<file path="src/rtl/fchk_pkg.sv">
// Shared types and constants for the CRC-16 frame checker.
package fchk_pkg;

    localparam logic [15:0] CRC_INIT    = 16'hFFFF;
    localparam logic [15:0] CRC_POLY    = 16'h1021;
    localparam logic [15:0] CRC_MSB     = 16'h8000;

    localparam logic [15:0] HDR_LEN     = 16'd11;
    localparam logic [15:0] MIN_FRAME   = 16'd13;
    localparam logic [15:0] MAX_PAYLOAD = 16'd256;
    localparam logic [15:0] COUNT_MAX   = 16'hFFFF;
    localparam int          HDR_WORDS   = 5;

    localparam int          CFG_INDEX_W = 1;
    localparam int          CFG_DATA_W  = 16;

    typedef enum logic [CFG_INDEX_W-1:0] {
        REG_PREAMBLE = 1'b0,
        REG_SYNC     = 1'b1
    } cfg_reg_t;

    typedef enum logic [2:0] {
        ST_OK       = 3'd0,
        ST_SHORT    = 3'd1,
        ST_PREAMBLE = 3'd2,
        ST_SYNC     = 3'd3,
        ST_LENGTH   = 3'd4,
        ST_TOO_LONG = 3'd5,
        ST_CRC      = 3'd6
    } status_t;

    typedef struct packed {
        logic [7:0] data_byte;
        logic       last_byte;
    } in_beat_t;

    typedef struct packed {
        logic        payload_valid;
        logic [7:0]  payload_byte;
        logic        frame_done;
        status_t     status;
        logic [15:0] source_address;
        logic [15:0] dest_address;
        logic [7:0]  message_type;
        logic [15:0] payload_count;
        logic [15:0] received_check;
    } out_beat_t;

endpackage

</file>
<file path="src/rtl/fchk_crc8.sv">
// One-byte CRC-16/CCITT update, MSB first, unrolled over eight bits.
module fchk_crc8
    import fchk_pkg::*;
(
    input  logic [15:0] crc,
    input  logic [7:0]  data,
    output logic [15:0] crc_out
);

    always_comb
    begin
        logic [15:0] c;
        c = crc ^ {data, 8'h00};
        for (int k = 0; k < 8; k++)
        begin
            if ((c & CRC_MSB) != 16'h0000)
                c = {c[14:0], 1'b0} ^ CRC_POLY;
            else
                c = {c[14:0], 1'b0};
        end
        crc_out = c;
    end

endmodule

</file>
<file path="src/rtl/fchk_core.sv">
// Frame state, header capture, payload forwarding and end-of-frame status.
module fchk_core
    import fchk_pkg::*;
(
    input  logic        clk,
    input  logic        rst_n,
    input  logic        step,
    input  in_beat_t    beat,
    input  logic [15:0] expected_preamble,
    input  logic [15:0] expected_sync,
    output logic        has_result,
    output out_beat_t   result
);

    logic [15:0] byte_count_reg;
    logic        count_ovf_reg;
    logic [7:0]  delay0_reg;
    logic [7:0]  delay1_reg;
    logic [15:0] crc_reg;
    logic [15:0] hdr_reg [HDR_WORDS];
    logic [7:0]  type_reg;

    logic [15:0] hdr_next [HDR_WORDS];
    logic [7:0]  type_next;
    logic [15:0] crc_upd;
    logic [15:0] crc_next;
    logic        pay_ok;
    logic        frame_ovf;
    logic [15:0] frame_len;
    logic [15:0] plen;
    logic [15:0] rx_check;
    status_t     status;

    fchk_crc8 u_crc (
        .crc     (crc_reg),
        .data    (delay1_reg),
        .crc_out (crc_upd)
    );

    assign pay_ok    = count_ovf_reg || (byte_count_reg >= MIN_FRAME);
    assign crc_next  = (count_ovf_reg || (byte_count_reg >= 16'd2)) ? crc_upd : crc_reg;
    assign frame_ovf = count_ovf_reg || (byte_count_reg == COUNT_MAX);
    assign frame_len = frame_ovf ? COUNT_MAX : byte_count_reg + 16'd1;
    assign plen      = frame_len - MIN_FRAME;
    assign rx_check  = {delay0_reg, beat.data_byte};

    // header bytes shift into their 16-bit word, big-endian
    always_comb
    begin
        for (int k = 0; k < HDR_WORDS; k++)
        begin
            hdr_next[k] = hdr_reg[k];
            if (!count_ovf_reg && (byte_count_reg < HDR_LEN - 16'd1)
                && (byte_count_reg[3:1] == 3'(k)))
                hdr_next[k] = {hdr_reg[k][7:0], beat.data_byte};
        end
        type_next = type_reg;
        if (!count_ovf_reg && (byte_count_reg == HDR_LEN - 16'd1))
            type_next = beat.data_byte;
    end

    always_comb
    begin
        if (hdr_next[0] != expected_preamble)
            status = ST_PREAMBLE;
        else if (hdr_next[1] != expected_sync)
            status = ST_SYNC;
        else if (frame_ovf)
            status = ST_TOO_LONG;
        else if (hdr_next[2] != frame_len)
            status = ST_LENGTH;
        else if (plen > MAX_PAYLOAD)
            status = ST_TOO_LONG;
        else if (rx_check != crc_next)
            status = ST_CRC;
        else
            status = ST_OK;
    end

    always_comb
    begin
        result               = '0;
        result.payload_valid = pay_ok;
        result.payload_byte  = pay_ok ? delay1_reg : 8'h00;
        if (beat.last_byte)
        begin
            result.frame_done = 1'b1;
            if (!frame_ovf && (frame_len < MIN_FRAME))
                result.status = ST_SHORT;
            else
            begin
                result.status         = status;
                result.source_address = hdr_next[3];
                result.dest_address   = hdr_next[4];
                result.message_type   = type_next;
                result.payload_count  = plen;
                result.received_check = rx_check;
            end
        end
    end

    assign has_result = beat.last_byte || pay_ok;

    always_ff @(posedge clk or negedge rst_n)
    begin
        if (!rst_n)
        begin
            byte_count_reg <= '0;
            count_ovf_reg  <= 1'b0;
            delay0_reg     <= '0;
            delay1_reg     <= '0;
            crc_reg        <= CRC_INIT;
            type_reg       <= '0;
            for (int k = 0; k < HDR_WORDS; k++)
                hdr_reg[k] <= '0;
        end
        else if (step)
        begin
            if (beat.last_byte)
            begin
                byte_count_reg <= '0;
                count_ovf_reg  <= 1'b0;
                delay0_reg     <= '0;
                delay1_reg     <= '0;
                crc_reg        <= CRC_INIT;
                type_reg       <= '0;
                for (int k = 0; k < HDR_WORDS; k++)
                    hdr_reg[k] <= '0;
            end
            else
            begin
                if (byte_count_reg == COUNT_MAX)
                    count_ovf_reg <= 1'b1;
                else if (!count_ovf_reg)
                    byte_count_reg <= byte_count_reg + 16'd1;
                delay1_reg <= delay0_reg;
                delay0_reg <= beat.data_byte;
                crc_reg    <= crc_next;
                type_reg   <= type_next;
                for (int k = 0; k < HDR_WORDS; k++)
                    hdr_reg[k] <= hdr_next[k];
            end
        end
    end

    // once saturated, the count stays pinned until the frame ends
    assert property (@(posedge clk) disable iff (!rst_n)
        count_ovf_reg |-> byte_count_reg == COUNT_MAX)
        else $error("overflow flag set with unsaturated count");

    // the last byte of a frame always returns the frame state to idle
    assert property (@(posedge clk) disable iff (!rst_n)
        step && beat.last_byte |=> byte_count_reg == 16'd0 && !count_ovf_reg
                                  && crc_reg == CRC_INIT)
        else $error("frame state not cleared after last byte");

    // a short frame cannot also forward payload
    assert property (@(posedge clk) disable iff (!rst_n)
        beat.last_byte && result.status == ST_SHORT |-> !result.payload_valid)
        else $error("short frame forwarded payload");

endmodule

</file>
<file path="src/rtl/frame_checker_crc16.sv">
// Top level of the streaming CRC-16 frame checker.
//
// Usage:
//   Frame bytes enter on the byte channel (byte_valid / byte_stall /
//   byte_data), one beat per byte, with last_byte set on the final byte.
//   Results leave on the result channel (result_valid / result_stall /
//   result_data). A beat yields a result when it releases a payload byte
//   (the byte two positions back, once the header is past) or when it
//   closes the frame; the closing result carries the status and the
//   header summary.
//   Path: a byte accepted into the input register is processed from
//   there into the result register once that register can advance; the
//   receiver takes it from the result register.
//   Throughput: one byte per cycle unless the result channel stalls; the
//   CRC update for a byte is a single unrolled eight-bit XOR network from
//   the core's second delay register and CRC register to the CRC register.
//   Stall: a held result blocks the input register; byte_stall rises
//   only when the input register is full and the result register cannot
//   drain. Nothing is dropped or repeated.
//   Reset: all frame state returns to idle, the CRC to 0xFFFF, and the
//   expected preamble and sync registers to zero.
//   Configuration: cfg_we writes cfg_wdata to register cfg_index
//   (0 preamble, 1 sync); write only while no frame is in flight.
module frame_checker_crc16
    import fchk_pkg::*;
(
    input  logic                   clk,
    input  logic                   rst_n,
    input  logic                   byte_valid,
    output logic                   byte_stall,
    input  in_beat_t               byte_data,
    output logic                   result_valid,
    input  logic                   result_stall,
    output out_beat_t              result_data,
    input  logic                   cfg_we,
    input  logic [CFG_INDEX_W-1:0] cfg_index,
    input  logic [CFG_DATA_W-1:0]  cfg_wdata
);

    logic        in_valid_reg;
    in_beat_t    in_beat_reg;
    logic        out_valid_reg;
    logic        out_valid_next;
    out_beat_t   out_beat_reg;
    logic [15:0] preamble_reg;
    logic [15:0] sync_reg;

    logic        advance;   // result register can take a new beat
    logic        step;      // input register beat is processed this cycle
    logic        has_result;
    out_beat_t   core_result;

    assign advance    = !out_valid_reg || !result_stall;
    assign step       = in_valid_reg && advance;
    assign byte_stall = in_valid_reg && !advance;

    // config registers
    always_ff @(posedge clk or negedge rst_n)
    begin
        if (!rst_n)
        begin
            preamble_reg <= '0;
            sync_reg     <= '0;
        end
        else if (cfg_we)
        begin
            unique case (cfg_reg_t'(cfg_index))
                REG_PREAMBLE: preamble_reg <= cfg_wdata;
                REG_SYNC:     sync_reg     <= cfg_wdata;
                default:      ;
            endcase
        end
    end

    // input register
    always_ff @(posedge clk or negedge rst_n)
    begin
        if (!rst_n)
            in_valid_reg <= 1'b0;
        else if (!byte_stall)
            in_valid_reg <= byte_valid;
    end

    always_ff @(posedge clk)
    begin
        if (byte_valid && !byte_stall)
            in_beat_reg <= byte_data;
    end

    fchk_core u_core (
        .clk               (clk),
        .rst_n             (rst_n),
        .step              (step),
        .beat              (in_beat_reg),
        .expected_preamble (preamble_reg),
        .expected_sync     (sync_reg),
        .has_result        (has_result),
        .result            (core_result)
    );

    // result register
    assign out_valid_next = advance ? (in_valid_reg && has_result) : out_valid_reg;

    always_ff @(posedge clk or negedge rst_n)
    begin
        if (!rst_n)
            out_valid_reg <= 1'b0;
        else
            out_valid_reg <= out_valid_next;
    end

    always_ff @(posedge clk)
    begin
        if (step && has_result)
            out_beat_reg <= core_result;
    end

    assign result_valid = out_valid_reg;
    assign result_data  = out_beat_reg;

    // a beat held back by a stalled output must still be there next cycle
    assert property (@(posedge clk) disable iff (!rst_n)
        in_valid_reg && out_valid_reg && result_stall |=> in_valid_reg)
        else $error("input beat lost under output stall");

    // non-final results carry only a payload byte
    assert property (@(posedge clk) disable iff (!rst_n)
        out_valid_reg && !out_beat_reg.frame_done |->
            out_beat_reg.payload_valid && out_beat_reg.status == ST_OK
            && out_beat_reg.payload_count == 16'd0
            && out_beat_reg.received_check == 16'd0)
        else $error("non-final result with summary fields set");

    // an empty payload slot reads as zero
    assert property (@(posedge clk) disable iff (!rst_n)
        out_valid_reg && !out_beat_reg.payload_valid |->
            out_beat_reg.payload_byte == 8'h00)
        else $error("payload byte set without payload_valid");

endmodule
</file>
<file path="config.mk">
export PLATFORM = sky130hd
export DESIGN_NAME = frame_checker_crc16
export DESIGN_NICKNAME = d
export VERILOG_FILES = /design/src/rtl/fchk_pkg.sv /design/src/rtl/fchk_crc8.sv /design/src/rtl/fchk_core.sv /design/src/rtl/frame_checker_crc16.sv
export SDC_FILE = /design/constraint.sdc
export NUM_CORES = 1
export LEC_CHECK = 0
export BUFFER_PORTS_ARGS = -buffer_cell sky130_fd_sc_hd__buf_2
export CORE_MARGIN = 2
export CORE_UTILIZATION = 55
export CTS_BUF_LIST = sky130_fd_sc_hd__clkbuf_8
export CTS_CLUSTER_DIAMETER = 60
export DETAILED_ROUTE_END_ITERATION = 8
export HOLD_SLACK_MARGIN = 0.02
export MAX_ROUTING_LAYER = met4
export PLACE_DENSITY = 0.85
export SLEW_MARGIN = 25
export SYNTH_ARGS = -nofsm -noshare
export SYNTH_HDL_FRONTEND = slang
export SYNTH_SLANG_ARGS = --single-unit
</file>
<file path="constraint.sdc">
create_clock -name clk -period 7.02 [get_ports clk]
set_input_delay 1.053 -clock clk [delete_from_list [all_inputs] [get_ports clk]]
set_output_delay 1.053 -clock clk [all_outputs]
set_load 0.02 [all_outputs]
</file>
==> flow_summary.toml, run 1 <==
[timing]
timing.fmax_mhz = 202
finalHoldViolCount = 0
fin_crit_sh_pct = 70.5
skew_ns = 0.0343
tightest_slew_ns = 1.04
slew_headroom_pct = 31.0
finalSetupTns_ns = 0
slew_viol_final = 0
rsz0062_at_grt = "false"
final-setup-viol-count = 0
finalCriticalPeriod_ns = 4.95

[route]
routed-wl-met2_um = 16500
viasPerCell = 6.08
met3WireLength_um = 2660
drt_wl_total_um = 35000
wl_per_cell_um = 18.8
dr_total_vias = 11300
drt_pass1_iterations = 7
dr.first_iter.drc_count = 1186
wl_met1_um = 15000
top_layer = "met4"
drcViolationCount = 0
ant_nets = 0

[power]
power.leakage_nw = 6.45
p_per_area_mw_per_mm2 = 323
vdd_drop_max_v = 0.000179

[synthesis]
synth_flop_cell = "dfrtp_1"
ys_seq_elements = 265
avgSynthCellArea_sq_um = 9.77
synth_area_sq_mm = 0.0138
synthCells = 1416
yosysTopAreaCellShare_pct = 28.0
ys_seq_area_share_pct = 51.5
async_flop_share_pct = 64.5
synth_edf_count = 94
ys.warnings.count = 0
synth.largest_area_cell = "dfrtp_1"
ys_types = 72
ys_top_cells_by_area = "dfrtp_1 (28%), edfxtp_1 (20%), nand2_1 (6.7%)"
synth_nets = 1452

[cells_and_area]
largest_reg_flops = 85
final_area_sq_mm = 0.0154
final_util_pct = 61.8
synthToLayoutAreaGrowth_pct = 11.5
layout-drive-gt1-share_pct = 16.7
antenna_cells = 0
fill_cells = 1985
final_nets = 1529

[grt]
grt_pass1_vias = 10800
grt_max_degree = 112
grt_pass1_wl_um = 56800
antenna_found_initial = 0
grt-ovfl-total = 0
grt_use_total_pct = 27.7

[clock_network]
clockBufferDepth = 3
cts.root.buffer_cell = "clkbuf_8"
cts_tree = "yes"
cts.sinks = 265
post_cts_buffers = 0
clk_pin_slew_ns = 0.07
cts_resized = 0
clk_latency_ns = 0.57
cts_made_buffers = 44
hold_buffers = 0
htree_levels = 2

[job]
drv_cap = 0

[setup_path]
crit_required_ns = 7.35
criticalPathCategory = "register to register"
end_kind = "register"
critical_path.n_buffers_inverters = 2
worstRegToRegCells = 13
max_stage_delay_ns = 0.85
crit_top_cell = "ha_1"
cp_num_cells = 13
worstPathMaxFanout = 58
startpoint_type = "register"
crit_chain = "ha_1, and3_1, a41oi_2, buf_4, nand2_1, inv_1, ha_1, a21oi_1, or3_4, nand3b_4, or4_1, nand2_4, o21ba_2"
cp_top_family = "simple AND/OR/NAND/NOR gates"
slowest_stage = "or4_1"
cp.arrival_ns = 5.27

[die]
die_y_um = 163
dieArea_sq_mm = 0.0264
fp-row-count = 58
die_x_um = 163
core_sq_mm = 0.0250
num_io_pins = 118
start_util_pct = 55.4

[outcome]
status = "completed"

[min_path]
hold_path.class = "input pin to asynchronous set/reset pin"

[placement]
dpl.hpwl_um = 22400
io_buffers = 117
gp_congestion = 0.938
place_area_sq_mm = 0.0145
[placed cells by master (no fill, tap or decap), drive strengths merged, types with 13 or more instances in the layout]
cell / synthesis / final
o21ai: 134 / 134
a21oi: 88 / 88
a22oi: 41 / 41
clkbuf: 78 / 48
xor2: 45 / 45
dfrtp: 155 / 155
nand4: 21 / 21
nand2: 247 / 247
mux2: 33 / 33
dfstp: 16 / 16
inv: 17 / 39
buf: 26 / 135
and3: 22 / 22
clkinv: 2 / 13
xnor2: 69 / 69
a21boi: 46 / 46
mux2i: 22 / 22
nor2: 68 / 68
edfxtp: 94 / 94
nand3: 20 / 20
nor4: 14 / 14
nor3: 25 / 25
o22ai: 15 / 15
[layer usage]
layer  up-vias  global-route usage (%)
met3        78                    4.53
met4         0                    9.57
met2       495                    42.8
li1       5204                       -
met5         -                       -
met1      5518                    37.4
[where the power goes]
part / switching (W) / internal [W] / leakage (nW) / total (W)
clock network: 0.000629 / 0.000672 / 0.510 / 0.00130
registers: 0.000300 / 0.00194 / 3.09 / 0.00224
logic: 0.000834 / 0.000606 / 2.85 / 0.00144
[metrics by stage]
stage | power [W] | cells | hold slack [ns] | worst slack [ns]
floorplan | 0.00330 | 1416 | 0.424 | 0.732
global placement | 0.00359 | 1776 | 0.459 | 2.30
detailed placement | 0.00366 | 1776 | 0.469 | 2.10
CTS | 0.00496 | 1858 | 0.483 | 2.12
global route | 0.00527 | 1859 | 0.481 | 1.78
finish | 0.00498 | 1859 | 0.465 | 2.07
[synth_stat cells, types with 20 or more instances]
master and instances:
nand3_1 20, nor3_1 23, xor2_1 45, nand4_1 21, a21boi_0 46, and3_1 22
nand2_1 246, a21oi_1 88, mux2i_1 22, mux2_2 33, edfxtp_1 94, o21ai_0 133
a22oi_1 41, xnor2_1 69, clkbuf_1 77, dfrtp_1 155, nor2_1 67
[cell families (layout without fill, tap and decap cells)]
| group | after synthesis | count (layout) | synth area share [%] |
|---|---|---|---|
| buffers and inverters | 123 | 236 | 3.76 |
| XOR/XNOR | 114 | 114 | 7.22 |
| AND/OR/NAND/NOR | 471 | 471 | 15.9 |
| multiplexers | 55 | 55 | 4.28 |
| AO/OA/AOI/OAI | 383 | 383 | 16.9 |
| adder cells (fa/ha/maj) | 5 | 5 | 0.452 |
| flip-flops | 265 | 265 | 51.5 |
[cell type report]
| type | instances | area, sq um | area share (%) |
|---|---|---|---|
| Sequential cell | 265 | 7120 | 46.2 |
| Clock buffer | 48 | 661 | 4.28 |
| Clock inverter | 34 | 181 | 1.18 |
| Multi-Input combinational cell | 1028 | 6240 | 40.4 |
| Tap cell | 330 | 413 | 2.68 |
| Timing Repair Buffer | 135 | 743 | 4.82 |
| Inverter | 19 | 71.3 | 0.462 |
[worst paths after layout]
kind	startpoint	end	slack [ns]
setup / recovery	u_core.byte_count_reg[0]	result_data[73]	2.07
setup reg to reg	u_core.byte_count_reg[0]	result_data[73]	2.07
min in group clk	u_core.hdr_reg[40]	u_core.hdr_reg[40]	0.48
hold reg to reg	u_core.hdr_reg[40]	u_core.hdr_reg[40]	0.48
hold / removal	rst_n	u_core.hdr_reg[54]	0.47
max in group asynchronous	rst_n	u_core.hdr_reg[47]	5.51
No activity file was read; power rests on OpenSTA's default activity.
==> run 2, diff against run 1 <==
Settings changed: PLACE_DENSITY 0.85 to 0.88.
Clock period 7.02 ns to 4.1 ns, I/O delays scaled along.
==> run 2 against run 1 <==
Against the previous run: sequential share of layout area fell by 0.78 points; largest power group unchanged; wire length rose by 2.2%; via count grew 2.8%; combinational power is 76% higher; global-route usage rose by 0.36 points; first-iteration DRC count rose by 8.3%; critical path type unchanged; clock skew increased by 0.010 ns.
==> flow_summary.toml, run 2 (synthesis gave the netlist of run 1 again) <==
[outcome]
status = "completed"

[route]
viasPerCell = 6.13
wl_per_cell_um = 18.9
dr_total_vias = 11600
drt_pass1_iterations = 5
drcViolationCount = 0
drt_wl_total_um = 35700
ant_nets = 0
dr.first_iter.drc_count = 1285

[setup_path]
cp.arrival_ns = 4.16
worstPathMaxFanout = 10
crit_required_ns = 4.43
max_stage_delay_ns = 0.53
slowest_stage = "dfrtp_1"
criticalPathCategory = "register to register"
startpoint_type = "register"
end_kind = "register"
crit_chain = "nor4_1, and4_2, and3_1, mux2i_1, xor2_1, nand4_1, nor4_1, nand3_1, or2_2, o21ba_2"
crit_top_cell = "nor4_1"

[placement]
dpl.hpwl_um = 23700
dp_cells = 1812
gp_congestion = 0.951
io_buffers = 117

[clock_network]
clk_pin_slew_ns = 0.06
cts_made_buffers = 44
cts.root.buffer_cell = "clkbuf_8"
htree_levels = 2
cts.sinks = 265
cts_tree = "yes"
clockBufferDepth = 3
post_cts_buffers = 0
clk_latency_ns = 0.58

[grt]
antenna_found_initial = 0
grt-ovfl-total = 0
grt_pass1_wl_um = 57300
grt_use_total_pct = 28.0
grt_pass1_vias = 11000
grt_max_degree = 93

[timing]
skew_ns = 0.0447
finalCriticalPeriod_ns = 3.83
final-setup-viol-count = 0
fin_crit_sh_pct = 93.4
slew_headroom_pct = 31.8
timing.fmax_mhz = 261
finalSetupTns_ns = 0
slew_viol_final = 0
finalHoldViolCount = 0
tightest_slew_ns = 1.02
fin_hold_ws_ns = 0.0522
rsz0062_at_grt = "false"

[power]
power.leakage_nw = 6.63
finalPower_w = 0.00861
vdd_drop_max_v = 0.000345
p_per_area_mw_per_mm2 = 549

[min_path]
hold_path.class = "input pin to asynchronous set/reset pin"

[cells_and_area]
antenna_cells = 0
synthToLayoutAreaGrowth_pct = 13.4
layout-drive-gt1-share_pct = 18.6
fin_cells = 1894
largest_reg_flops = 85
final_cell_mix = "nand2_1 (245), dfrtp_1 (155), o21ai_0 (133), buf_2 (116), edfxtp_1 (94)"
final_util_pct = 62.9
final_nets = 1564
layout_commonest_cell = "nand2_1"

[die]
core_sq_mm = 0.0250
num_io_pins = 118
fp-row-count = 58
die_y_um = 163
die_x_um = 163
dieArea_sq_mm = 0.0264
start_util_pct = 55.4

[job]
drv_cap = 0
run 2: changes by cell type in the layout (fill, tap and decap cells not counted), sizes merged:
cell | before | now
buf | 135 | 170
run 2: metal layers:
layer	vias to the layer above	part of all wire (%)	GRT usage [%]
li1	5267	-	-
met1	5632	42	38.4
met2	614	46	42.5
met3	101	9.3	4.89
met4	0	3.4	9.94
met5	-	0	-
run 2: what timing repair did:
action                                  in CTS  in global routing
endpoints found under the setup margin       0                  2
hold buffers                                 0                  0
resized for setup                            0                  2
run 2: final timing paths:
kind,from,endpoint,slack (ns),cells past startpoint
min in group clk,byte_data[1],in_beat_reg[1],0.24,1
setup reg to reg,u_core.count_ovf_reg,result_data[73],0.27,10
hold reg to reg,u_core.type_reg[2],u_core.type_reg[2],0.48,2
max in group asynchronous,rst_n,u_core.crc_reg[15],3.20,2
setup / recovery,u_core.count_ovf_reg,result_data[73],0.27,10
hold / removal,rst_n,u_core.byte_count_reg[5],0.05,1
run 2: layout make-up:
class,instances,area [sq um]
timing repair buffer,170,1020
inverter,19,71.3
clock buffer,48,661
sequential,265,7120
multi-input combinational,1028,6230
tap,330,413
clock inverter,34,180
fill,1952,9270
run 2: where the power goes:
group	leakage, nW	internal, W	switching [W]
logic	3.03	0.00108	0.00145
clock network	0.506	0.00115	0.00108
registers	3.09	0.00332	0.000528
total	6.63	0.00555	0.00306
run 2: per-stage QoR:
stage / setup WS [ns] / instance area (sq um)
final: 0.269 / 15700
after global placement: 0.371 / 14800
after floorplan: 0.0851 / 13800
after detailed placement: 0.287 / 14800
after global routing: 0.0702 / 15700
after CTS: 0.261 / 15700
run 2: worst max-delay path, delay by kind of cell, from the launching register on:
kind	cells	cell delay [ns]
compound gates	1	0.21
xor+xnor	1	0.18
flops	1	0.53
mux	1	0.28
simple gates	7	2.38
==> run 3, diff against run 2 <==
Settings changed: CELL_PAD_IN_SITES_DETAIL_PLACEMENT from default to 0, CELL_PAD_IN_SITES_GLOBAL_PLACEMENT from default to 1, CORE_UTILIZATION 55 to 44, PLACE_DENSITY 0.88 to 0.9.
==> run 3 against run 2 <==
Against the previous run: global-route usage is 4.6 points lower; clock power is 2% higher; critical path depth stayed put; flip-flop and latch count stayed put; critical path type unchanged; via count is 3.4% lower; highest routed layer unchanged; utilization is 11 points lower; largest power group unchanged; cell count is 3.6% higher; sequential power hardly changed.
==> flow_summary.toml, run 3 (synthesis gave the netlist of run 1 again) <==
[route]
viasPerCell = 5.72
drt_wl_total_um = 36800
dr_total_vias = 11200
ant_nets = 0
dr.first_iter.drc_count = 1015
drt_pass1_iterations = 7
wl_per_cell_um = 18.8
drcViolationCount = 0

[job]
drv_cap = 0

[grt]
grt_pass1_vias = 11200
grt_max_degree = 111
antenna_found_initial = 1
grt_use_total_pct = 23.5
grt_pass1_wl_um = 60300
grt-ovfl-total = 0

[timing]
final-setup-viol-count = 0
fin_hold_ws_ns = 0.0499
skew_ns = 0.0436
timing.fmax_mhz = 268
slew_viol_final = 0
tightest_slew_ns = 1.01
fin_crit_sh_pct = 91.0
rsz0062_at_grt = "false"
fin_ws_ns = 0.369
finalHoldViolCount = 0
finalCriticalPeriod_ns = 3.73
finalSetupTns_ns = 0
slew_headroom_pct = 32.6

[setup_path]
end_kind = "register"
startpoint_type = "register"
reg2reg_from = "u_core.count_ovf_reg"
crit_required_ns = 4.42
cp.arrival_ns = 4.06
timing.rr.end = "result_data[73]"
criticalPathCategory = "register to register"
r2r_slack_ns = 0.37
worstRegToRegCells = 10
worstPathMaxFanout = 12

[clock_network]
cts_resized = 0
cts_made_buffers = 45
cts.root.buffer_cell = "clkbuf_8"
clockBufferDepth = 3
clk_pin_slew_ns = 0.06
clk_latency_ns = 0.58
htree_levels = 2
cts.sinks = 265
hold_buffers = 0
cts_tree = "yes"
post_cts_buffers = 0

[power]
power.leakage_nw = 6.62
p_per_area_mw_per_mm2 = 545
vdd_drop_max_v = 0.000262

[outcome]
status = "completed"

[cells_and_area]
layout-drive-gt1-share_pct = 18.5
seq_area_sq_mm = 0.00712
final_cell_mix = "nand2_1 (245), dfrtp_1 (155), o21ai_0 (133), buf_2 (116), edfxtp_1 (94)"
final_nets = 1565
layout_commonest_cell = "nand2_1"
fill_cells = 2815
antenna_cells = 0
multiInputGateArea_sq_mm = 0.00622
largest_reg_flops = 85
synthToLayoutAreaGrowth_pct = 14.2
final_area_sq_mm = 0.0158
final_util_pct = 51.4

[die]
die_y_um = 181
start_util_pct = 45.0
num_io_pins = 118
core_sq_mm = 0.0307
dieArea_sq_mm = 0.0329
die_x_um = 181
fp-row-count = 64

[placement]
dpl.hpwl_um = 24500
dpl_worst_slack_ns = 0.389
gp_congestion = 0.913
place_area_sq_mm = 0.0149
io_buffers = 117

[min_path]
hold_path.class = "input pin to asynchronous set/reset pin"
==> run 3: changes by cell type in the layout (fill, tap and decap cells not counted) <==
cell,before,now
buf_6,2,1
nor2_2,1,0
nor2_1,66,67
clkinv_1,8,10
inv_6,1,0
inv_8,2,0
clkinvlp_4,0,1
and4_1,4,5
and4_2,1,0
inv_1,36,35
clkbuf_8,48,49
clkinv_8,0,2
buf_4,50,51
==> run 3: metrics by stage <==
stage,power (W),instances
2_1_floorplan,0.00565,1416
4_1_cts,0.00863,1962
3_5_place_dp,0.00634,1878
5_1_grt,0.00915,1962
3_3_place_gp,0.00625,1878
6_report,0.00861,1962
==> run 3: power breakdown <==
group / internal, W / switching, W
Sequential: 0.00332 / 0.000492
Clock: 0.00117 / 0.00110
Combinational: 0.00108 / 0.00144
==> run 3: worst max path at each step <==
stage	start	to	slack, ns	depth (start not counted)
5_1_grt	u_core.count_ovf_reg	result_data[72]	0.01	12
4_1_cts	u_core.count_ovf_reg	result_data[73]	0.39	10
2_1_floorplan	u_core.byte_count_reg[0]	result_data[73]	0.09	16
6_report	u_core.count_ovf_reg	result_data[73]	0.37	10
3_3_place_gp	u_core.count_ovf_reg	result_data[73]	0.44	10
3_5_place_dp	u_core.count_ovf_reg	result_data[73]	0.39	10
==> run 3: critical path, stage by stage (launching register included) <==
cell and delay [ns]:
dfrtp_1 0.54, nor4_1 0.39, and4_1 0.36, and3_1 0.42, buf_4 0.29, mux2i_1 0.30
xnor2_1 0.09, nor4_1 0.25, nand3_1 0.26, or2_2 0.38, o21ba_2 0.21
==> run 3: area by class of cell <==
cell class	count	area share [%]
inverter	19	0.452
clock inverter	35	1.22
multi-input combinational	1028	39.4
clock buffer	49	4.27
timing repair buffer	170	6.43
sequential	265	45.1
tap	396	3.14
==> run 3: metal layers <==
layer	global-route usage [%]	part of all wire [%]	vias up
li1	-	-	5269
met1	31.5	45	5468
met2	36.0	45	404
met3	3.77	6.3	83
met4	8.65	3.1	0
met5	-	0	-
